--- config.mk ---
export PLATFORM = sky130hd
export DESIGN_NAME = peu_divider
export DESIGN_NICKNAME = d
export VERILOG_FILES = /design/src/polynomial_easing_evaluator_unit_defines.svh /design/src/peu_divider.sv
export SDC_FILE = /design/constraint.sdc
export NUM_CORES = 1
export LEC_CHECK = 0
export BUFFER_PORTS_ARGS = -buffer_cell sky130_fd_sc_hd__buf_2
export CORE_MARGIN = 3
export CORE_UTILIZATION = 40
export CTS_BUF_LIST = sky130_fd_sc_hd__clkbuf_16
export DETAILED_ROUTE_END_ITERATION = 7
export HOLD_SLACK_MARGIN = 0.15
export PLACE_DENSITY = 0.51
export REMOVE_ABC_BUFFERS = 1
export SYNTH_ARGS = -nofsm -noshare
export SYNTH_HDL_FRONTEND = slang
export SYNTH_SLANG_ARGS = --single-unit
--- constraint.sdc ---
create_clock -name clk_i -period 14.6 [get_ports clk_i]
set_clock_uncertainty 0.15 [all_clocks]
set_input_delay 2.92 -clock clk_i [delete_from_list [all_inputs] [get_ports clk_i]]
set_output_delay 2.92 -clock clk_i [all_outputs]
set_load 0.1 [all_outputs]
--- src/polynomial_easing_evaluator_unit_defines.svh ---
// Assertion macros shared by the easing evaluator RTL.
`ifndef POLYNOMIAL_EASING_EVALUATOR_UNIT_DEFINES_SVH
`define POLYNOMIAL_EASING_EVALUATOR_UNIT_DEFINES_SVH

// Same-cycle implication, sampled on clk_i, off during reset.
`define PEU_ASSERT_SAME(lbl, ante, cons) \
  lbl: assert property (@(posedge clk_i) disable iff (!rst_ni) (ante) |-> (cons)) \
    else $error("easing evaluator check failed");

// Next-cycle implication, sampled on clk_i, off during reset.
`define PEU_ASSERT_NEXT(lbl, ante, cons) \
  lbl: assert property (@(posedge clk_i) disable iff (!rst_ni) (ante) |=> (cons)) \
    else $error("easing evaluator check failed");

`endif

--- src/peu_divider.sv ---
// Clamp and pipelined restoring divider producing progress = t * 2^F / duration.
`default_nettype none

module peu_divider #(
  parameter int unsigned TIME_BITS     = 16,
  parameter int unsigned FRACTION_BITS = 16
) (
  input  wire logic                       clk_i,
  input  wire logic [FRACTION_BITS+1:0]   en_i,
  input  wire logic [TIME_BITS-1:0]       duration_i,
  input  wire logic [TIME_BITS-1:0]       time_i,
  output logic      [FRACTION_BITS:0]     p_o,
  output logic                            half_o
);

  localparam int unsigned NSTEP = FRACTION_BITS + 1;

  logic [TIME_BITS-1:0]   rem_q  [NSTEP+1];
  logic [FRACTION_BITS:0] quo_q  [NSTEP+1];
  logic                   half_q [NSTEP+1];

  logic [TIME_BITS-1:0] t_clamp;
  logic [TIME_BITS:0]   t_twice;
  logic                 first_half;

  always_comb begin
    t_clamp    = (time_i > duration_i) ? duration_i : time_i;
    t_twice    = {t_clamp, 1'b0};
    first_half = (duration_i != '0) && (t_twice < {1'b0, duration_i});
  end

  always_ff @(posedge clk_i) begin
    if (en_i[0]) begin
      rem_q[0]  <= t_clamp;
      quo_q[0]  <= '0;
      half_q[0] <= first_half;
    end
  end

  // One quotient bit per stage; the first step tests t >= d without doubling.
  for (genvar j = 1; j <= NSTEP; j++) begin : g_step
    logic [TIME_BITS:0] cand;
    logic [TIME_BITS:0] diff;
    logic               ge;

    always_comb begin
      cand = (j == 1) ? {1'b0, rem_q[j-1]} : {rem_q[j-1], 1'b0};
      ge   = cand >= {1'b0, duration_i};
      diff = cand - {1'b0, duration_i};
    end

    always_ff @(posedge clk_i) begin
      if (en_i[j]) begin
        rem_q[j]  <= ge ? diff[TIME_BITS-1:0] : cand[TIME_BITS-1:0];
        quo_q[j]  <= {quo_q[j-1][FRACTION_BITS-1:0], ge};
        half_q[j] <= half_q[j-1];
      end
    end
  end

  // zero duration counts as a finished animation
  assign p_o    = (duration_i == '0) ? {1'b1, {FRACTION_BITS{1'b0}}} : quo_q[NSTEP];
  assign half_o = half_q[NSTEP];

endmodule

`default_nettype wire

==> results of run 1 <==
registers in the layout (all words and copies together) (netlist names):
name	cells
quo_q	153
half_q	18
rem_q	272
worst max-delay path, cell delays in order:
cell	delay [ps]
buf_2	100
buf_4	260
nor4_1	230
nand4_1	850
and2_1	500
buf_2	290
path summary, 6_finish.rpt:
kind,start,to,slack (ps),cells after the start
setup / recovery,duration_i[1],p_o[7],6320,6
hold reg to reg,quo_q[6][2],quo_q[7][3],240,0
hold / removal,quo_q[6][2],quo_q[7][3],240,0
setup reg to reg,rem_q[11][10],rem_q[12][12],10960,7
cell type report:
| type | instances | share of cell area (%) |
|---|---|---|
| Timing Repair Buffer | 93 | 1.56 |
| Multi-Input combinational cell | 2163 | 49.2 |
| Clock buffer | 54 | 3.98 |
| Tap cell | 969 | 3.58 |
| Sequential cell | 443 | 39.2 |
| Clock inverter | 46 | 1.38 |
| Inverter | 98 | 1.08 |
logic make-up after synthesis:
family | count (synthesis) | share of synthesized area (%)
AOI/OAI and AO/OA | 764 | 17.0
xor gates and xnor gates | 135 | 3.86
adders and majority gates | 318 | 13.4
buffers and inverters | 160 | 2.24
DFF | 443 | 43.4
muxes | 227 | 8.15
and+or+nand+nor | 719 | 11.9
cells in the mapped netlist (17+ instances only):
master    count
a31oi_1      34
inv_1        97
buf_2        30
a21oi_1     216
a21o_1       42
o31a_1       26
clkbuf_1     23
and2_1       29
mux2_2      172
nor2_1      183
nand4_1      53
edfxtp_1    443
o211ai_1     19
nor4_1       28
nand2_1     135
xor2_1       36
or3_1        19
nand3_1      44
o21ai_0     136
a211oi_1     36
o21bai_1     38
nor2b_1      56
nor3_1       57
ha_1        302
nand2b_1     36
or2_2        17
xnor2_1      99
o21a_1       57
mux2i_1      49
o31ai_1      17
power groups by stage:
stage	logic [mW]	clock network [mW]	registers [mW]
global placement	3.90	0	2.34
global route	4.46	1.47	2.36
CTS	4.00	1.41	2.33
floorplan	3.11	0	2.21
detailed placement	3.96	0	2.34
finish	4.00	1.37	2.32
metrics by stage:
stage               setup WS (ps)  power [mW]
floorplan                    7180        5.33
global placement             6180        6.24
detailed placement           6190        6.30
CTS                          6180        7.73
global route                 6010        8.29
finish                       6320        7.69
routing by layer:
metal	part of all wire, %	up-vias	GRT usage (%)	routed length (µm)
li1	-	10968	-	-
met1	48	10920	28.2	38500
met2	45	501	31.9	36300
met3	4.9	135	3.16	3940
met4	2.7	0	6.12	2190
met5	0	-	0	0
==> flow_metrics.tcl, run 1 <==
set metrics [dict create \
    syn_area_mm2 0.0306 \
    seq_area_frac_synth_pct 43.4 \
    grt_pass1_wl_mm 126 \
    fin_util_pct 45.2 \
    power_frac_clock_pct 17.8 \
    period_needed_ps 8280 \
    syn2layout_area_growth_pct 10.8 \
    grt_pass1_vias 21988 \
    placedCellCount 3766 \
    seqCellArea_mm2 0.0133 \
    fin_setup_tns_ps 0 \
    synth_largest_area_cell "edfxtp_1" \
    hold_viol_final 0 \
    p_per_area_mw_per_mm2 227 \
    critPathMaxFanout 19 \
    status "finished clean" \
    core_area_mm2 0.0751 \
    rsz0062_at_grt "false" \
    antenna_left 0 \
    grt_start_max_net_pins 38 \
    critical_path_class "in -> out" \
    hold_path.class "reg -> reg" \
    initial_core_util_pct 40.8 \
    via_per_inst 5.83 \
    final_common_cell "edfxtp_1" \
    hpwlAfterDp_mm 57.4 \
    htreeDepth 2 \
    dr_total_vias 22524 \
    place_congestion 0.847 \
    yosysWarnings 0 \
    post-cts-setup-buffer-count 0 \
    die_w_um 283 \
    p_comb_share_pct 52.1 \
    fin_area_mm2 0.0339 \
    cts-buffers-inserted 54 \
    power_frac_seq_pct 30.2 \
    cts_buffer_depth 3 \
    multiInputGateArea_mm2 0.0167 \
    drtIter0Drc 1421 \
    worst_slew_pin_slew_ps 1290 \
    drv_cap 0 \
    clock_sinks 443 \
    nets 3222 \
    fmaxAchievable_mhz 121 \
    synth_seq_cells 443 \
    switchingPower_mw 2.99 \
    worstPathRequired_ps 11530 \
    min_period_over_period_pct 56.7 \
    wirelength_mm 80.9 \
    yosys-top-cells-area "edfxtp_1 43%, ha_1 12%, mux2_2 6.3%" \
    io_pins 69 \
    final_cell_mix "443 x edfxtp_1, 302 x ha_1, 216 x a21oi_1" \
    clk_latency_ps 640 \
    yosysUniqueCellTypes 75 \
    synth-main-ff-cell "edfxtp_1" \
    die_area_mm2 0.0799 \
    avgSynthCellArea_um2 11.1 \
    row_count 100 \
    dpl-instance-area_mm2 0.0321 \
    arrival_ps 5210 \
    drcViolationCount 0 \
    fill_cells 6949 \
    vdd_ir_drop_max_uv 107 \
    holdWs_ps 242 \
    swShare_pct 38.9 \
    grt.overflow.total 0 \
    power_leakage_nw 12.9 \
    setup_violations 0 \
    antennaDiodeCount 0 \
    synth_cells 2766 \
    wl_per_cell_um 20.9 \
    port_buffers 68 \
    drt-pass1-iter-count 5 \
    synth-edff-count 443 \
    slew_headroom_pct 13.8 \
    cts_resized 0 \
    grt_antenna_before_repair 1 \
    synth_top_area_share_pct 43.4 \
    grt_usage_pct 20.1 \
    root_buffer "clkbuf_16" \
    startpoint_type "input port" \
    intPower_mw 4.70 \
    slew_viol_final 0 \
    endpoint_kind "primary output" \
    postCtsHoldBufs 0 \
    async_flop_share_pct 0 \
    dieHeight_um 283 \
    path_clk_slew_ps 60 \
    final_layout_size_suffix_gt1_share_pct 13.9 \
    cts_tree "built" \
    instances_no_fill 3866 \
]
No activity file was read; power rests on OpenSTA's default activity.
==> run 2, diff against run 1 <==
--- a/config.mk
+++ b/config.mk
@@ -11,7 +11,7 @@
 export CTS_BUF_LIST = sky130_fd_sc_hd__clkbuf_16
 export DETAILED_ROUTE_END_ITERATION = 7
 export HOLD_SLACK_MARGIN = 0.15
-export PLACE_DENSITY = 0.51
+export PLACE_DENSITY = 0.53
 export REMOVE_ABC_BUFFERS = 1
 export SYNTH_ARGS = -nofsm -noshare
 export SYNTH_HDL_FRONTEND = slang
==> constraint.sdc (replaced) <==
create_clock -name clk_i -period 6.8 [get_ports clk_i]
set_clock_uncertainty 0.15 [all_clocks]
set_input_delay 1.36 -clock clk_i [delete_from_list [all_inputs] [get_ports clk_i]]
set_output_delay 1.36 -clock clk_i [all_outputs]
set_load 0.1 [all_outputs]
==> run 2 against run 1 <==
  * Clock-buffer cell count unchanged
  * Critical path type unchanged
  * Die area unchanged
  * First-iteration DRC count increased by 7.3%
  * Critical path depth shrank 1
  * Combinational power is 110% higher
  * Cell area up 0.13%
==> flow_metrics.tcl, run 2 (same netlist as run 1, synthesis figures left out) <==
set metrics [dict create \
    grt_pass1_wl_mm 126 \
    endpoint_kind "primary output" \
    wl_per_cell_um 20.9 \
    dr_wl_met2_mm 37.9 \
    top_register "rem_q" \
    instances_no_fill 3871 \
    period_needed_ps 5370 \
    vdd_ir_drop_max_uv 200 \
    htreeDepth 2 \
    core_area_mm2 0.0751 \
    fmaxAchievable_mhz 186 \
    final_common_cell "edfxtp_1" \
    power_frac_clock_pct 17.8 \
    grt_usage_pct 20.1 \
    arrival_ps 3860 \
    dr.max_layer_used "met5" \
    initial_core_util_pct 40.8 \
    fin_setup_tns_ps 0 \
    nets 3227 \
    min_period_over_period_pct 78.9 \
    slew_headroom_pct 11.7 \
    rsz0062_at_grt "false" \
    clk_latency_ps 610 \
    p_per_area_mw_per_mm2 486 \
    cpMaxStageDelayCell "nand4_1" \
    power_frac_seq_pct 30.5 \
    row_count 100 \
    path_clk_slew_ps 60 \
    cts-buffers-inserted 53 \
    final_cell_mix "443 x edfxtp_1, 302 x ha_1, 216 x a21oi_1" \
    slew_viol_final 0 \
    port_buffers 68 \
    startpoint_type "input port" \
    hold_viol_final 0 \
    setup_violations 0 \
    postCtsHoldBufs 0 \
    final_layout_size_suffix_gt1_share_pct 14.0 \
    cts_buffer_depth 3 \
    post-cts-setup-buffer-count 0 \
    syn2layout_area_growth_pct 10.9 \
    status "finished clean" \
    io_pins 69 \
    largest_reg_flops 272 \
    dr_total_vias 22699 \
    hold_path.class "reg -> reg" \
    dieHeight_um 283 \
    drcViolationCount 0 \
    die_w_um 283 \
    cp_slowest_stage_delay_ps 920 \
    cts_resized 0 \
    swShare_pct 38.7 \
    power_leakage_nw 12.9 \
    worstPathRequired_ps 5290 \
    antenna_left 0 \
    grt_pass1_vias 22402 \
    antennaDiodeCount 0 \
    met3WireLength_mm 3.38 \
    critical_path_class "in -> out" \
    reg_top3 "rem_q x272, quo_q x153, half_q x18" \
    cp_common_cell "buf_2" \
    wirelength_mm 81.1 \
    clock_sinks 443 \
    routedLengthMet1_mm 37.7 \
    switchingPower_mw 6.39 \
    place_congestion 0.855 \
    intPower_mw 10.1 \
    worst_slew_pin_slew_ps 1320 \
    path_cells "buf_2, nor4_1, nand4_1, and2_1, buf_2" \
    placedCellCount 3772 \
    drt-pass1-iter-count 6 \
    root_buffer "clkbuf_16" \
    grt_antenna_before_repair 1 \
    cts_tree "built" \
    grt.overflow.total 0 \
    die_area_mm2 0.0799 \
    via_per_inst 5.86 \
    drtIter0Drc 1525 \
    p_comb_share_pct 51.8 \
    hpwlAfterDp_mm 58.3 \
    grt_start_max_net_pins 34 \
    drv_cap 0 \
    critPathMaxFanout 19 \
]
==> run 2: cell count changes in the layout (fill, tap and decap cells not counted) <==
| cell | change |
|---|---|
| buf_4 | +6 |
| bufinv_16 | +1 |
| clkinv_16 | -1 |
| clkinv_2 | -5 |
| clkinv_8 | +1 |
| clkinvlp_4 | +1 |
| inv_1 | +1 |
| inv_16 | -1 |
| inv_6 | +2 |
==> run 2: final timing paths <==
check                start            to  slack, ps  depth (start not counted)
max          duration_i[0]        p_o[2]       1430                          5
min            quo_q[7][3]   quo_q[8][4]        250                          0
max reg2reg   rem_q[12][7]  rem_q[13][6]       3130                          7
min reg2reg    quo_q[7][3]   quo_q[8][4]        250                          0
==> run 2: per-stage QoR <==
stage	area [µm²]	hold WS (ps)	utilization, %	setup WS (ps)	power (mW)
global placement	32100	250	42.8	1340	13.4
CTS	34000	243	45.2	1300	16.6
detailed placement	32100	255	42.8	1310	13.5
finish	34000	253	45.2	1430	16.5
global route	34000	245	45.2	1300	17.8
floorplan	30300	250	-	1230	11.4
==> run 2: per-layer routing <==
layer | vias up | track usage (%)
met5 | - | 0
met4 | 2 | 5.74
met3 | 122 | 2.43
met2 | 540 | 33.8
met1 | 11071 | 27.3
li1 | 10964 | -
==> run 2: worst max-delay path: cells and delay by family <==
kind                   cells  cell delay [ps]
AND/OR/NAND/NOR            3             1910
buffers and inverters      2              560
==> run 2: cell type report <==
type	instances	area (µm²)
inverter	98	368
clock inverter	45	467
multi-input combinational	2163	16700
sequential	443	13300
timing repair buffer	99	573
tap	969	1210
clock buffer	54	1350
fill	6920	41100
==> run 2: power by group through the flow <==
stage / Combinational, mW / Clock, mW / Sequential [mW]
floorplan: 6.68 / 0 / 4.75
global placement: 8.31 / 0 / 5.09
detailed placement: 8.46 / 0 / 5.07
CTS: 8.54 / 3.02 / 5.04
global route: 9.52 / 3.12 / 5.12
finish: 8.55 / 2.93 / 5.03
